===== config.mk =====
export PLATFORM = sky130hd
export DESIGN_NAME = rlae_front
export DESIGN_NICKNAME = d
export VERILOG_FILES = /design/src/rtl/rlae_pkg.sv /design/src/rtl/rlae_front.sv
export SDC_FILE = /design/constraint.sdc
export NUM_CORES = 1
export LEC_CHECK = 0
export ABC_AREA = 1
export BUFFER_PORTS_ARGS = -buffer_cell sky130_fd_sc_hd__buf_4
export CAP_MARGIN = 20
export CELL_PAD_IN_SITES_DETAIL_PLACEMENT = 0
export CELL_PAD_IN_SITES_GLOBAL_PLACEMENT = 1
export CORE_MARGIN = 5
export CORE_UTILIZATION = 44
export CTS_CLUSTER_SIZE = 14
export DETAILED_ROUTE_END_ITERATION = 10
export GPL_TIMING_DRIVEN = 0
export HOLD_SLACK_MARGIN = 0.12
export PLACE_DENSITY_LB_ADDON = 0.2
export SYNTH_ARGS = -nofsm -noshare
export SYNTH_HDL_FRONTEND = slang
export SYNTH_SLANG_ARGS = --single-unit

===== constraint.sdc =====
create_clock -name i_clk -period 5.45 [get_ports i_clk]
set_input_delay 1.09 -clock i_clk [delete_from_list [all_inputs] [get_ports i_clk]]
set_output_delay 1.09 -clock i_clk [all_outputs]
set_load 0.005 [all_outputs]

===== src/rtl/rlae_pkg.sv =====
`timescale 1ns / 1ps
`default_nettype none

package rlae_pkg;

    // Opcodes of an input transaction
    localparam logic [1:0] OP_WR_C1 = 2'd0;
    localparam logic [1:0] OP_WR_C2 = 2'd1;
    localparam logic [1:0] OP_MODE  = 2'd2;
    localparam logic [1:0] OP_TICK  = 2'd3;

    // LED modes
    localparam logic [2:0] MODE_OFF        = 3'd0;
    localparam logic [2:0] MODE_ON1        = 3'd1;
    localparam logic [2:0] MODE_ON2        = 3'd2;
    localparam logic [2:0] MODE_FLASH_SLOW = 3'd3;
    localparam logic [2:0] MODE_FLASH_FAST = 3'd4;
    localparam logic [2:0] MODE_PULSE_SLOW = 3'd5;
    localparam logic [2:0] MODE_PULSE_FAST = 3'd6;

    // Animation timing, in milliseconds
    localparam int SLOW_PERIOD = 2000;
    localparam int SLOW_HALF   = 1000;
    localparam int SLOW_RAMP   = 1000;
    localparam int SLOW_DIV    = 999;
    localparam int FAST_PERIOD = 200;
    localparam int FAST_HALF   = 100;
    localparam int FAST_DIV    = 199;

    // Reciprocals for division by a constant: floor(x / d) = (x * R) >> s,
    // exact over the whole range of x
    localparam logic [28:0] RECIP_125 = 29'd274877907; // d = 125, 28-bit x, s = 35
    localparam logic [8:0]  RECIP_25  = 9'd328;        // d = 25, 8-bit x, s = 13
    localparam logic [26:0] RECIP_999 = 27'd68788266;  // d = 999, x = m << 16, s = 36
    localparam logic [24:0] RECIP_199 = 25'd21582751;  // d = 199, x = m << 16, s = 32

    // 1.0 in the Q1.16 blend fraction (17 bits wide)
    localparam logic [16:0] ONE_Q16 = 17'h10000;

    // Reset value of the active LED count
    localparam logic [5:0] ACTIVE_RESET = 6'd32;

    typedef struct packed {
        logic [1:0]  opcode;
        logic [4:0]  led_index;
        logic [7:0]  red_in;
        logic [7:0]  green_in;
        logic [7:0]  blue_in;
        logic [2:0]  mode_in;
        logic [31:0] time_ms;
    } t_item;

    typedef struct packed {
        logic [4:0]  led_number;
        logic [23:0] grb_word;
        logic        last_led;
    } t_result;

    // Classified command passed from the front end to the LED engine
    typedef struct packed {
        logic        is_tick;
        logic [1:0]  opcode;
        logic [4:0]  led_index;
        logic [23:0] word;
        logic [2:0]  mode;
        logic        slow;
        logic        fast;
        logic [16:0] frac_slow;
        logic [16:0] frac_fast;
    } t_cmd;

endpackage

`default_nettype wire


===== src/rtl/rlae_front.sv =====
`timescale 1ns / 1ps
`default_nettype none

module rlae_front (
    input  wire logic            i_clk,
    input  wire logic            i_rst_n,
    input  wire logic            start,
    output logic                 busy,
    input  wire rlae_pkg::t_item i_item,
    input  wire logic            i_full,
    output logic                 o_push,
    output rlae_pkg::t_cmd       o_cmd
);

    typedef enum logic [2:0] {
        S_IDLE,
        S_QUO,
        S_REM,
        S_SPLIT,
        S_FRAC,
        S_PUSH
    } t_fstate;

    t_fstate      r_state;
    logic [31:0]  r_time;
    logic [21:0]  r_q;
    logic [10:0]  r_ms;
    logic [9:0]   r_rs;
    logic [7:0]   r_rf;
    logic [16:0]  r_qs;
    logic [16:0]  r_qf;
    logic         r_slow;
    logic         r_fast;

    logic         accept;
    logic [3:0]   q_fast;
    logic [7:0]   mf_nx;
    logic [9:0]   m_slow;

    assign busy   = (r_state != S_IDLE) || i_full;
    assign accept = start && !busy;

    // Split the mod-2000 remainder into its mod-1000 and mod-200 parts
    always_comb begin
        q_fast = 4'((17'(r_ms[10:3]) * 17'(rlae_pkg::RECIP_25)) >> 13);
        mf_nx  = 8'(r_ms - 11'(q_fast) * 11'(rlae_pkg::FAST_PERIOD));
        m_slow = (r_ms >= 11'(rlae_pkg::SLOW_RAMP)) ?
                 10'(r_ms - 11'(rlae_pkg::SLOW_RAMP)) : r_ms[9:0];
    end

    // Command toward the queue: a write passes straight through, a tick after its math
    always_comb begin
        o_cmd           = '0;
        o_push          = 1'b0;
        if (r_state == S_PUSH) begin
            o_push          = !i_full;
            o_cmd.is_tick   = 1'b1;
            o_cmd.opcode    = rlae_pkg::OP_TICK;
            o_cmd.slow      = r_slow;
            o_cmd.fast      = r_fast;
            o_cmd.frac_slow = r_slow ? 17'(rlae_pkg::ONE_Q16 - r_qs) : r_qs;
            o_cmd.frac_fast = r_fast ? 17'(rlae_pkg::ONE_Q16 - r_qf) : r_qf;
        end else begin
            o_push          = accept && (i_item.opcode != rlae_pkg::OP_TICK);
            o_cmd.opcode    = i_item.opcode;
            o_cmd.led_index = i_item.led_index;
            o_cmd.word      = {i_item.green_in, i_item.red_in, i_item.blue_in};
            o_cmd.mode      = i_item.mode_in;
        end
    end

    // Sequencer for tick timing: quotient, remainder, split, fractions, push
    always_ff @(posedge i_clk) begin
        if (!i_rst_n) begin
            r_state <= S_IDLE;
        end else begin
            unique case (r_state)
                S_IDLE: begin
                    if (accept && (i_item.opcode == rlae_pkg::OP_TICK)) begin
                        r_time  <= i_item.time_ms;
                        r_state <= S_QUO;
                    end
                end
                S_QUO: begin
                    // time / 2000 as (time >> 4) / 125
                    r_q     <= 22'((57'(r_time[31:4]) * 57'(rlae_pkg::RECIP_125)) >> 35);
                    r_state <= S_REM;
                end
                S_REM: begin
                    r_ms    <= 11'(r_time - 32'(r_q) * 32'(rlae_pkg::SLOW_PERIOD));
                    r_state <= S_SPLIT;
                end
                S_SPLIT: begin
                    r_rs    <= m_slow;
                    r_rf    <= mf_nx;
                    r_slow  <= (r_ms > 11'(rlae_pkg::SLOW_HALF));
                    r_state <= S_FRAC;
                end
                S_FRAC: begin
                    // m * 2^16 / divisor, truncated
                    r_qs    <= 17'((37'(r_rs) * 37'(rlae_pkg::RECIP_999)) >> 20);
                    r_qf    <= 17'((33'(r_rf) * 33'(rlae_pkg::RECIP_199)) >> 16);
                    r_fast  <= (r_rf > 8'(rlae_pkg::FAST_HALF));
                    r_state <= S_PUSH;
                end
                S_PUSH: begin
                    if (!i_full) begin
                        r_state <= S_IDLE;
                    end
                end
                default: begin
                    r_state <= S_IDLE;
                end
            endcase
        end
    end

endmodule

`default_nettype wire


==> metrics.cfg <==
[place]
hpwl_um = 57300
place_area_um2 = 26100
place_inst = 3779
place_congestion = 0.930
portBuffers = 142

[timing]
setup_viol = 7
fin_setup_tns_ns = -1.09
fmax_ghz = 0.177
period_needed_ns = 5.65
maxSlewViolCount = 0
worst_pin_slew_ns = 1.04
hold_viol_final = 0
rsz0062_at_grt = yes
maxSlewHeadroom_pct = 30.6
fin_ws_ns = -0.203
clock_skew_ns = 0.00896
layout_worst_path_cycle_share_pct = 104

[die]
die_width_um = 244
die_area_um2 = 59600
coreArea_um2 = 54000
core.rowCount = 85
fp.dieH_um = 244
ios = 143
initial_core_util_pct = 44.7

[synth]
avgSynthCellArea_um2 = 8.22
ys.flop_type = edfxtp_1
synth-edff-count = 101
ys_seq_elements = 104
yosys_warnings = 0
syn_inst = 2936
yosysUniqueCellTypes = 42
synth_nets = 3797
netlist_area_um2 = 24100
async_reset_ff_share_pct = 0
ys_seq_area_share_pct = 12.8

[pwr]
power.density_nw_per_um2 = 310
p_leak_nw = 15.1
ir_drop_uv = 550
fin_total_pwr_mw = 8.84

[worst_setup_path]
cpMostUsedCell = fa_1
cp_max_fo = 4
crit_path_top_delay_cell = fa_1
critPathKind = reg -> reg
setup.worst_path.end_class = flop
crit_path_start_kind = flop
cp.arrival_ns = 5.79
cp_slowest_stage_delay_ns = 0.59
critical_path.cell_chain = buf_6 > fa_2 > xor2_2 > ha_2 > a21oi_2 > fa_1 > fa_1 > fa_1 > fa_1 > inv_2 > fa_1 > ha_4 > nand2_4 > nor2_4 > nand4_1 > nor2_4 > nand4_1 > nand4_1 > nand2_2
crit_family = adder cells
crit_required_ns = 5.58
crit_buf_inv = 2

[global_route]
antenna_found_initial = 1
grt-ovfl-total = 0
grt_usage_pct = 23.1
grt_max_degree = 36
grt_pass1_vias = 20644
grt_pass1_wl_um = 110000

[final_layout]
stdcell_area_um2 = 28500
synthToLayoutAreaGrowth_pct = 18.2
drive_above_1_share_pct = 16.1
final_cells = 3907
diodes = 0
layout_common_cells = inv_1 (785), nand2_1 (457), ha_1 (429)
fin_nets = 4067
final_common_cell = inv_1

[cts]
cts_buffers = 9
path_clk_slew_ns = 0.08
cts_hold_buf = 0
max-clock-path-buffers = 2
cts_tree = done
htreeDepth = 3
clk_latency_ns = 0.39
cts_sinks = 104
root_buffer = clkbuf_16

[route]
wire_per_inst_um = 17.3
dr.pass1.iters = 5
drc = 0
via_per_inst = 4.99
vias = 19514
wl_um = 67500
drtAntennaViolNets = 0
drt_iter0_markers = 879

[flow_run]
maxCapViolations = 0

[outcome]
violations = setup timing
status = complete, but fails checks

[hold_path]
hold_path.class = reg -> reg

-- final timing paths --
check | startpoint | endpoint | slack, ns | cells after the start
worst max-delay path | r_time[29] | r_q[3] | -0.20 | 19
worst max register to register | r_time[29] | r_q[3] | -0.20 | 19
worst min-delay path | r_time[0] | r_ms[0] | 0.43 | 0
worst min register to register | r_time[0] | r_ms[0] | 0.43 | 0
-- routing by layer --
layer	GRT usage, %	vias up	part of all wire [%]
met2	41.1	414	50
li1	-	9667	-
met4	5.73	0	2.7
met3	2.78	87	4.1
met1	30.1	9346	44
met5	0	-	0
-- cell usage after synthesis (12+ instances only) --
cell / number / area (µm²)
nand4_1: 29 / 181
o21bai_1: 17 / 128
inv_1: 816 / 3060
or2_2: 12 / 75.1
a21oi_1: 146 / 731
xor2_1: 29 / 254
nor3_1: 24 / 120
ha_1: 480 / 6010
xnor2_1: 18 / 158
nand3_1: 95 / 475
edfxtp_1: 101 / 3030
fa_1: 311 / 6230
nand2_1: 489 / 1840
o21ai_0: 86 / 430
nor2_1: 193 / 724
-- worst register-to-register path, cell delays in order, from the launching register on --
cell      delay, ns
edfxtp_1       0.51
buf_6          0.17
fa_2           0.56
xor2_2         0.14
ha_2           0.19
a21oi_2        0.04
fa_1           0.47
fa_1           0.59
fa_1           0.44
fa_1           0.51
inv_2          0.04
fa_1           0.50
ha_4           0.34
nand2_4        0.07
nor2_4         0.09
nand4_1        0.16
nor2_4         0.16
nand4_1        0.16
nand4_1        0.16
nand2_2        0.10
-- state kept, by name (all words and copies together) (netlist names) --
register,flops
r_fast,1
r_ms,11
r_q,7
r_qf,17
r_qs,17
r_rf,5
r_rs,10
r_slow,1
r_state,3
r_time,32
-- logic make-up after synthesis --
group / synth area share, %
DFF: 12.8
xor gates and xnor gates: 1.71
adders and majority gates: 50.7
AOI/OAI and AO/OA: 6.48
buffers and inverters: 12.9
and+or+nand+nor: 15.4
-- cell type report --
cell class | instances | area, µm²
Buffer | 10 | 45.0
Clock buffer | 10 | 229
Clock inverter | 6 | 86.3
Fill cell | 5103 | 25500
Inverter | 819 | 3070
Multi-Input combinational cell | 2003 | 19000
Sequential cell | 104 | 3090
Tap cell | 696 | 871
Timing Repair Buffer | 259 | 2070
-- stage by stage --
stage                     utilization, %  setup slack, ns  hold slack [ns]
after floorplan                        -           0.0100            0.400
after global placement              48.2            -1.96            0.410
after detailed placement            48.3           -0.933            0.421
after CTS                           52.3          -0.0912            0.436
after global routing                52.8           -0.397            0.440
final                               52.8           -0.203            0.432
-- where the power goes --
group	leakage, nW	internal [mW]	switching, mW
registers	0.936	1.01	0.0453
logic	14.0	2.89	4.19
clock network	0.154	0.369	0.342
-- repair_timing --
action,4_1_cts,5_1_grt
resized for setup,241,40
setup endpoints to repair,7,14
buffers inserted,96,16
pin swaps,145,56
hold endpoints to repair,0,0
Note: power is estimated with default switching activity, not from simulation.
