--- src/rtl/rlae_pkg.sv ---
`timescale 1ns / 1ps
`default_nettype none

package rlae_pkg;

    // Opcodes of an input transaction
    localparam logic [1:0] OP_WR_C1 = 2'd0;
    localparam logic [1:0] OP_WR_C2 = 2'd1;
    localparam logic [1:0] OP_MODE  = 2'd2;
    localparam logic [1:0] OP_TICK  = 2'd3;

    // LED modes
    localparam logic [2:0] MODE_OFF        = 3'd0;
    localparam logic [2:0] MODE_ON1        = 3'd1;
    localparam logic [2:0] MODE_ON2        = 3'd2;
    localparam logic [2:0] MODE_FLASH_SLOW = 3'd3;
    localparam logic [2:0] MODE_FLASH_FAST = 3'd4;
    localparam logic [2:0] MODE_PULSE_SLOW = 3'd5;
    localparam logic [2:0] MODE_PULSE_FAST = 3'd6;

    // Animation timing, in milliseconds
    localparam int SLOW_PERIOD = 2000;
    localparam int SLOW_HALF   = 1000;
    localparam int SLOW_RAMP   = 1000;
    localparam int SLOW_DIV    = 999;
    localparam int FAST_PERIOD = 200;
    localparam int FAST_HALF   = 100;
    localparam int FAST_DIV    = 199;

    // Reciprocals for division by a constant: floor(x / d) = (x * R) >> s,
    // exact over the whole range of x
    localparam logic [28:0] RECIP_125 = 29'd274877907; // d = 125, 28-bit x, s = 35
    localparam logic [8:0]  RECIP_25  = 9'd328;        // d = 25, 8-bit x, s = 13
    localparam logic [26:0] RECIP_999 = 27'd68788266;  // d = 999, x = m << 16, s = 36
    localparam logic [24:0] RECIP_199 = 25'd21582751;  // d = 199, x = m << 16, s = 32

    // 1.0 in the Q1.16 blend fraction (17 bits wide)
    localparam logic [16:0] ONE_Q16 = 17'h10000;

    // Reset value of the active LED count
    localparam logic [5:0] ACTIVE_RESET = 6'd32;

    typedef struct packed {
        logic [1:0]  opcode;
        logic [4:0]  led_index;
        logic [7:0]  red_in;
        logic [7:0]  green_in;
        logic [7:0]  blue_in;
        logic [2:0]  mode_in;
        logic [31:0] time_ms;
    } t_item;

    typedef struct packed {
        logic [4:0]  led_number;
        logic [23:0] grb_word;
        logic        last_led;
    } t_result;

    // Classified command passed from the front end to the LED engine
    typedef struct packed {
        logic        is_tick;
        logic [1:0]  opcode;
        logic [4:0]  led_index;
        logic [23:0] word;
        logic [2:0]  mode;
        logic        slow;
        logic        fast;
        logic [16:0] frac_slow;
        logic [16:0] frac_fast;
    } t_cmd;

endpackage

`default_nettype wire

--- src/rtl/rlae_queue.sv ---
`timescale 1ns / 1ps
`default_nettype none

module rlae_queue (
    input  wire logic            i_clk,
    input  wire logic            i_rst_n,
    input  wire logic            i_push,
    input  wire rlae_pkg::t_cmd  i_cmd,
    input  wire logic            i_pop,
    output rlae_pkg::t_cmd       o_cmd,
    output logic                 o_full,
    output logic                 o_empty
);

    // Two-entry command queue
    rlae_pkg::t_cmd r_mem [2];
    logic           r_wp;
    logic           r_rp;
    logic [1:0]     r_cnt;

    logic           do_push;
    logic           do_pop;

    assign o_full  = (r_cnt == 2'd2);
    assign o_empty = (r_cnt == 2'd0);
    assign o_cmd   = r_mem[r_rp];
    assign do_push = i_push && !o_full;
    assign do_pop  = i_pop && !o_empty;

    // Pointers and fill count
    always_ff @(posedge i_clk) begin
        if (!i_rst_n) begin
            r_wp  <= 1'b0;
            r_rp  <= 1'b0;
            r_cnt <= '0;
        end else begin
            if (do_push) begin
                r_wp <= !r_wp;
            end
            if (do_pop) begin
                r_rp <= !r_rp;
            end
            r_cnt <= 2'(r_cnt + {1'b0, do_push} - {1'b0, do_pop});
        end
    end

    // Entry storage
    always_ff @(posedge i_clk) begin
        if (do_push) begin
            r_mem[r_wp] <= i_cmd;
        end
    end

endmodule

`default_nettype wire

--- config.mk ---
export PLATFORM = sky130hd
export DESIGN_NAME = rlae_queue
export DESIGN_NICKNAME = d
export VERILOG_FILES = /design/src/rtl/rlae_pkg.sv /design/src/rtl/rlae_queue.sv
export SDC_FILE = /design/constraint.sdc
export NUM_CORES = 1
export LEC_CHECK = 0
export BUFFER_PORTS_ARGS = -buffer_cell sky130_fd_sc_hd__buf_4
export CAP_MARGIN = 20
export CORE_AREA = 2 2 99 120
export DETAILED_ROUTE_END_ITERATION = 7
export DIE_AREA = 0 0 101 122
export PLACE_DENSITY = 0.79
export SETUP_SLACK_MARGIN = 0.05
export SLEW_MARGIN = 5
export SYNTH_ARGS = -nofsm -noshare
export SYNTH_HDL_FRONTEND = slang
export SYNTH_SLANG_ARGS = --single-unit
--- constraint.sdc ---
create_clock -name i_clk -period 5.1 [get_ports i_clk]
set_clock_uncertainty 0.05 [all_clocks]
set_input_delay 0.51 -clock i_clk [delete_from_list [all_inputs] [get_ports i_clk]]
set_output_delay 0.51 -clock i_clk [all_outputs]
set_load 0.05 [all_outputs]
==> metrics, run 1 <==
routability congestion estimate=0.684; vias per cell=4.98; crit-path max FO=48; Die ar.=0.0123 mm2; DRC=0; Vias=2765; Rows=43; status=complete, no violations; Syn. warnings=0; PwrDens=629 mW/mm2; Min Hold Slack=239 ps; Crit Path Category=register to output pin; first-pass GRT wire length=14100 um; Initial DRC Count=116; DIE HEIGHT=122 um; Max-cap violations=0; count of input and output buffers=147; syn nets=325; cts hold-fix bufs=0; Max rail drop VDD=0.602 mV; FFs w/ async S/R, synth=0%; ys flop type=edfxtp_1; CP required=4540 ps; CTS tree=yes; largest net degree at the start of global routing=72; Post-synth EDFFs=142; slew margin rel.=34.6%; htree depth=4; Slew Viols, Final=0; share of cells above drive strength 1=60.2%; final setup TNS=0 ps; Detail Route Antenna Nets=0; Cells after Synth=248; Die Span X=101 um; placed wire-length estimate=6230 um; WP data arrival=2450 ps; Pleak=0.00297 uW; top cells by instance count after synthesis=142 x edfxtp_1, 70 x mux2_4, 7 x buf_12; filler instances=755; later-pin clock latency in the skew report=400 ps; Slew @ Worst Pin=981 ps; Post-Syn Area=0.00571 mm2; vias in the first global route=2874; initial antenna violation count=0; Synth Register Bits=147; CP Capture Type=output pin; Core Box Area=0.0113 mm2; Initial Util=50.6%; DR pass1 iterations=4; final core utilization=66.2%; most common cell in the netlist=edfxtp_1; post-CTS setup buffers=0; Hold Crit Class=input pin to register; post-layout min period=3010 ps; fin nets=485; # IOs=148; Clock Tree Root=clkbuf_16; GRT Total Usage=15.5%; Layout area overhead=30.9%; min-delay src=i_cmd[42]; crit path launch type=register; Antenna diodes=0; routed len/inst=17.2 um; Yosys top cell by area=edfxtp_1; pre-CTS setup slack=2470 ps; CTS sink count=147; Synth area leaders=edfxtp_1 75%, mux2_4 18%, buf_12 2.5%; CTS clk-pin slew, worst paths=60 ps; syn avg cell area=23.0 um2; CTS resizes=0; Final WS setup=2090 ps; FMAX=332 MHz; sequential share of the synthesized area=76.4%; Distinct cells, synth=18; deepest clock path buffer count=2; Final Hold Fails=0; Final Cycle Share=59.0%; # setup viols final=0; Synth top area share=74.7%; Overflow after GRT=0; WL final=9520 um; TritonCTS Buffers=17; reg-to-reg startpoint=r_cnt[0]; unrepaired setup endpoints after global routing=no
power by group:
part | switching [uW] | internal [uW]
sequential | 132 | 1560
clock | 449 | 813
combinational | 1080 | 664
total | 1660 | 3040
final timing paths:
path                            depth (start not counted)  slack [ps]           end
worst max-delay path                                    3        2090      o_cmd[0]
worst min register to register                          2         490          r_rp
worst min-delay path                                    1         240  r_mem[1][42]
worst max register to register                          4        2650  r_mem[0][50]
per-layer routing:
layer,track usage [%],wire length (um),vias up
met2,26.7,5160,99
met1,17.6,3710,1365
met4,6.84,163,0
met5,0,0,-
li1,-,-,1290
met3,4.99,477,11
state kept, by name, indices dropped and copies added, names as in the netlist, named ones only:
| signal | cells |
|---|---|
| r_cnt | 2 |
| r_mem | 142 |
| r_rp | 1 |
| r_wp | 1 |
through the flow:
step / total power [uW] / cells / cell area (um2)
after floorplan: 3110 / 248 / 5710
after global placement: 3450 / 524 / 6860
after detailed placement: 3480 / 524 / 6860
after CTS: 4750 / 555 / 7480
after global routing: 4870 / 555 / 7480
final: 4700 / 555 / 7480
layout make-up:
cell class                 count  area [um2]  area share [%]
clock buffer                  17         425            5.69
sequential                   147        4370            58.4
multi-input combinational     90        1200            16.0
inverter                       3        11.3           0.151
tap                          135         169            2.26
timing repair buffer         149        1120            15.0
clock inverter                14         186            2.49
cells by family after synthesis:
kind of cell    after synthesis  synth area share, %
fa+ha+maj                     2                0.438
simple gates                 13                 1.10
flops                       147                 76.4
buf+inv                      11                 2.85
mux                          72                 18.8
compound gates                1                0.131
xor+xnor                      2                0.307
worst max-delay path, stage by stage (launching register included):
cell and delay (ps):
dfxtp_4 950, buf_4 540, mux2_4 350, buf_4 190
layout by cell type, fill, tap and decap left out, drive strengths merged:
cell type    n
clkinv       8
edfxtp     142
mux2        71
mux2i        1
xor2         1
nand2        2
nor2         5
nand2b       2
and3         1
dfxtp        5
clkinvlp     1
ha           2
and2         2
clkbuf      17
buf        149
o21a         1
nor3         1
xnor2        1
inv          4
bufinv       4
Power figures use the tool's default switching activity.
==> inputs of run 2 (changes only) <==
Clock period 5.1 ns to 2.9 ns, I/O delays scaled along.
==> metrics, run 2 (same netlist as run 1, synthesis figures left out) <==
status=complete, no violations (unchanged); Die ar.=0.0123 mm2 (unchanged); Comb power frac=39.4% (was 37.1%); share of cells above drive strength 1=55.0% (was 60.2%); WL met2=6040 um (was 5160 um); PwrDens=1060 mW/mm2 (was 629 mW/mm2); CTS clk-pin slew, worst paths=60 ps (about the same); Final Cycle Share=73.9%; CP required=2560 ps (was 4540 ps); placed wire-length estimate=6360 um (was 6230 um); FMAX=467 MHz; crit-path max FO=27 (was 48); Top reg by flops=r_mem (unchanged); Max-cap violations=0 (unchanged); # setup viols final=0 (unchanged); count of input and output buffers=147 (unchanged); CTS sink count=147 (unchanged); fin nets=531 (was 485); Rows=43 (unchanged); Layout area overhead=40.0% (was 30.9%); DR pass1 iterations=4 (unchanged); # IOs=148 (unchanged); DRC=0 (unchanged); Slowest-stage cell, CP=buf_4 (was dfxtp_4); first-pass GRT wire length=15000 um (was 14100 um); Hold Crit Class=input pin to register (unchanged); later-pin clock latency in the skew report=410 ps (was 400 ps); Antenna diodes=0 (unchanged); routed len/inst=17.8 um (was 17.2 um); post-CTS setup buffers=0 (unchanged); CP peak stage delay=430 ps (was 950 ps); CTS tree=yes (unchanged); Core Box Area=0.0113 mm2 (unchanged); routability congestion estimate=0.715 (was 0.684); crit path launch type=register (unchanged); Slew Viols, Final=0 (unchanged); CP Cell Sequence=buf_4 > mux2_2 > buf_4 (was buf_4 > mux2_4 > buf_4); deepest clock path buffer count=2 (unchanged); slew margin rel.=62.1% (was 34.6%); Slew @ Worst Pin=567 ps (was 981 ps); Detail Route Antenna Nets=0 (unchanged); top layer in use=met4 (unchanged); vias in the first global route=3032 (was 2874); largest registers=r_mem (142), r_cnt (2) (unchanged); pre-CTS setup slack=1020 ps (was 2470 ps); Seq pwr share=33.6% (was 36.0%); WP data arrival=1800 ps (was 2450 ps); largest net degree at the start of global routing=45 (was 72); GRT Total Usage=16.7% (was 15.5%); unrepaired setup endpoints after global routing=no (unchanged); post-layout min period=2140 ps; WL final=10700 um (was 9520 um); max FFs per register=142 (unchanged); Overflow after GRT=0 (unchanged); most frequent cells in the layout=148 x buf_4, 142 x edfxtp_1, 70 x mux2_4 (was 149 x buf_4, 142 x edfxtp_1, 70 x mux2_4); DIE HEIGHT=122 um (unchanged); clock power share=27.0% (was 26.9%); Die Span X=101 um (unchanged); vias per cell=4.85 (was 4.98); cell mode on critical path=buf_4 (unchanged); met1 WL=4060 um (was 3710 um); sw frac=35.7% (was 35.4%); htree depth=4 (unchanged); CP Capture Type=output pin (unchanged); final setup TNS=0 ps (unchanged); TritonCTS Buffers=17 (unchanged); NetSw=3030 uW (was 1660 uW); Pleak=0.00318 uW (was 0.00297 uW); Int Pwr=5440 uW (was 3040 uW); DR WL met3=477 um (unchanged); most common cell after layout, fill and taps aside=buf_4 (unchanged); Clock Tree Root=clkbuf_16 (unchanged); Max rail drop VDD=0.606 mV (was 0.602 mV); Final Hold Fails=0 (unchanged); Final WS setup=757 ps (was 2090 ps); Initial Util=50.6% (unchanged); initial antenna violation count=0 (unchanged); Crit Path Category=register to output pin (unchanged); Vias=2920 (was 2765); Initial DRC Count=170 (was 116)
run 2: timing repair:
item                                   4_1_cts  5_1_grt
hold buffers                                29       14
endpoints found under the hold margin       54       26
resized for setup                            0        0
run 2: cell type report:
| type | count | area (um2) |
|---|---|---|
| clock buffers | 17 | 425 |
| clock inverters | 15 | 204 |
| fillers | 704 | 3300 |
| inverters | 3 | 11.3 |
| multi-input cells | 90 | 1200 |
| flip-flops and latches | 147 | 4370 |
| well taps | 135 | 169 |
| repair buffers | 195 | 1620 |
run 2: worst max-delay path, delay by kind of cell, from the launching register on:
family / cells / cell delay, ps
muxes: 1 / 400
DFF: 1 / 360
buffers and inverters: 2 / 620
run 2: routing by layer:
layer / GRT usage [%] / up-vias
met3: 5.57 / 6
met5: 0 / -
met2: 29.4 / 85
li1: - / 1384
met4: 6.50 / 0
met1: 18.7 / 1445
run 2: path summary, 6_finish.rpt:
path,slack [ps],end,depth (start not counted),start
max,760,o_cmd[70],3,register
min reg2reg,480,register,2,r_rp
max reg2reg,1030,r_cnt[1],8,r_cnt[0]
min,20,r_mem[0][38],1,i_cmd[38]
run 2: metrics by stage:
step	area, um2	hold slack [ps]	utilization, %	instances	power (uW)
floorplan	5720	339	-	248	5450
global placement	6940	425	61.4	527	6130
detailed placement	6940	428	61.4	527	6190
CTS	7860	0.340	69.5	588	8520
global route	8000	1.94	70.8	602	8770
finish	8000	22.2	70.8	602	8470
run 2: power by group through the flow:
stage | Combinational (uW) | Clock [uW] | Sequential [uW]
finish | 3330 | 2290 | 2840
floorplan | 2590 | 0 | 2860
detailed placement | 3300 | 0 | 2890
global route | 3470 | 2430 | 2870
CTS | 3340 | 2330 | 2840
global placement | 3270 | 0 | 2860
==> inputs of run 3 (changes only) <==
Settings changed: ABC_AREA from default to 1, CORE_AREA 2 2 99 120 to 2 2 104 126, DIE_AREA 0 0 101 122 to 0 0 106 128, PLACE_DENSITY 0.79 to 0.75.
Clock period 2.9 ns to 1.95 ns, I/O delays scaled along.
==> metrics, run 3 <==
status=complete, no violations (unchanged); sequential share of the synthesized area=76.2% (was 76.4%); fin nets=576 (was 531); crit-path max FO=22 (was 27); WL final=10600 um (was 10700 um); later-pin clock latency in the skew report=400 ps (was 410 ps); Synth area leaders=edfxtp_1 74%, mux2_4 18%, buf_12 2.4% (was edfxtp_1 75%, mux2_4 18%, buf_12 2.5%); Post-Synth Adder-Cell Area=0.437% (was 0.438%); placed wire-length estimate=6620 um (was 6360 um); Min Hold Slack=40.7 ps (was 22.2 ps); Distinct cells, synth=12 (was 18); Yosys top cell by area=edfxtp_1 (unchanged); DRC=0 (unchanged); htree depth=4 (unchanged); Pwr Total=11800 uW (was 8470 uW); syn avg cell area=22.1 um2 (was 23.0 um2); most common cell after layout, fill and taps aside=buf_4 (unchanged); CTS tree=yes (unchanged); max FFs per register=142 (unchanged); largest family of logic cells by synthesized area=multiplexers (unchanged); most frequent cells in the layout=152 x buf_4, 142 x edfxtp_1, 72 x dlygate4sd3_1 (was 148 x buf_4, 142 x edfxtp_1, 70 x mux2_4); post-synthesis compound-gate area fraction=0.175% (was 0.131%); Clock Tree Root=clkbuf_16 (unchanged); Synth Area in Simple Gates=1.38% (was 1.10%); Overflow after GRT=0 (unchanged); CTS sink count=147 (unchanged); Top reg by flops=r_mem (unchanged); post-layout min period=1840 ps; count of input and output buffers=147 (unchanged); FFs w/ async S/R, synth=0% (unchanged); unrepaired setup endpoints after global routing=no (unchanged); CTS clk-pin slew, worst paths=60 ps (about the same); CP peak stage delay=430 ps (about the same); Final Cycle Share=94.2%; largest registers=r_mem (142), r_cnt (2) (unchanged); routed len/inst=15.8 um (was 17.8 um); Vias=3123 (was 2920); initial antenna violation count=0 (unchanged); Core Box Area=0.0124 mm2 (was 0.0113 mm2); CP required=1700 ps (was 2560 ps); WL met2=5930 um (was 6040 um); Slew Viols, Final=0 (unchanged); CP Capture Type=output pin (unchanged); Slowest-stage cell, CP=dfxtp_4 (was buf_4); Antenna diodes=0 (unchanged); Hold Crit Class=input pin to register (unchanged); syn nets=336 (was 325); PwrDens=1410 mW/mm2 (was 1060 mW/mm2); Synth Register Bits=147 (unchanged); # setup viols final=0 (unchanged); TritonCTS Buffers=17 (unchanged); Die ar.=0.0136 mm2 (was 0.0123 mm2); xor and xnor area share after synthesis=0% (was 0.307%); largest net degree at the start of global routing=58 (was 45); Final Hold Fails=0 (unchanged); Post-synth EDFFs=142 (unchanged); top layer in use=met4 (unchanged); vias per cell=4.62 (was 4.85); deepest clock path buffer count=2 (unchanged); crit path launch type=register (unchanged); Layout area overhead=46.3% (was 40.0%); Cells after Synth=259 (was 248); share of cells above drive strength 1=51.4% (was 55.0%); GRT Total Usage=16.3% (was 16.7%); Post-Syn Area=0.00573 mm2 (was 0.00571 mm2); Slew @ Worst Pin=346 ps (was 567 ps); Crit Path Category=register to output pin (unchanged); DR WL met3=501 um (was 477 um); Pleak=0.00335 uW (was 0.00318 uW); Initial DRC Count=120 (was 170); Die Span X=106 um (was 101 um); CP Cell Sequence=buf_12 > mux2_4 > buf_4 (was buf_4 > mux2_2 > buf_4); Detail Route Antenna Nets=0 (unchanged); mux contribution to synthesized area=18.6% (was 18.8%); Rows=45 (was 43); CTS resizes=0 (unchanged); Syn. warnings=0 (unchanged); Max-cap violations=0 (unchanged); most common cell in the netlist=edfxtp_1 (unchanged); FMAX=544 MHz; ys flop type=edfxtp_1 (unchanged); DR pass1 iterations=4 (unchanged); top cells by instance count after synthesis=142 x edfxtp_1, 70 x mux2_4, 9 x inv_1, 9 x nand2_1, 8 x nor2_1 (was 142 x edfxtp_1, 70 x mux2_4, 7 x buf_12); first-pass GRT wire length=16800 um (was 15000 um); Max rail drop VDD=1.01 mV (was 0.606 mV); Synth top area share=74.5% (was 74.7%); vias in the first global route=3437 (was 3032); WP data arrival=1590 ps (was 1800 ps); met1 WL=4030 um (was 4060 um); slew margin rel.=77.0% (was 62.1%); DIE HEIGHT=128 um (was 122 um); routability congestion estimate=0.748 (was 0.715); # IOs=148 (unchanged); Initial Util=46.0% (was 50.6%)
==> run 3: per-stage QoR <==
step | std cells | TNS [ps] | util (%) | cell area [um2] | worst slack, ps
3_3_place_gp | 569 | 0 | 56.4 | 7020 | 391
6_report | 676 | 0 | 67.3 | 8380 | 113
2_1_floorplan | 259 | -16310 | - | 5740 | -129
5_1_grt | 676 | 0 | 67.3 | 8380 | 51.7
3_5_place_dp | 569 | 0 | 56.4 | 7020 | 370
4_1_cts | 676 | 0 | 67.3 | 8380 | 88.2
==> run 3: path summary, 6_finish.rpt <==
| kind | slack, ps | depth (start not counted) | end | from |
|---|---|---|---|---|
| hold reg to reg | 470 | 2 | register | r_rp |
| hold / removal | 40 | 3 | r_wp | i_push |
| setup / recovery | 110 | 3 | o_cmd[62] | register |
| setup reg to reg | 340 | 10 | r_cnt[1] | r_cnt[0] |
==> run 3: final cells by class <==
type / count / area (um2)
Clock inverter: 14 / 185
Inverter: 9 / 37.5
Fill cell: 834 / 4070
Sequential cell: 147 / 4370
Multi-Input combinational cell: 95 / 1190
Clock buffer: 18 / 429
Timing Repair Buffer: 229 / 1960
Tap cell: 164 / 205
==> run 3: cell families after synthesis <==
logic type               count (synthesis)
AND/OR/NAND/NOR                         20
multiplexers                            71
adder cells (fa/ha/maj)                  2
AO/OA/AOI/OAI                            2
buffers and inverters                   17
flip-flops                             147
==> run 3: critical path: cells and delay by family, from the launching register on <==
kind	cells	cell delay, ps
buf+inv	2	410
flops	1	430
mux	1	330
==> run 3: power breakdown <==
group | internal [uW] | leakage (uW) | total, uW | switching (uW)
Combinational | 1680 | 0.00168 | 4340 | 2660
Clock | 2130 | 0.000297 | 3310 | 1180
Sequential | 4010 | 0.00137 | 4170 | 157
==> run 3: repair_timing <==
item,CTS,global route
endpoints found under the hold margin,145,0
hold buffers,72,0
buffers inserted,3,0
setup endpoints to repair,60,0
==> run 3: layer usage <==
layer	track usage, %	up-vias
li1	-	1479
met1	17.4	1529
met2	29.9	100
met3	4.68	15
met4	7.20	0
met5	0	-
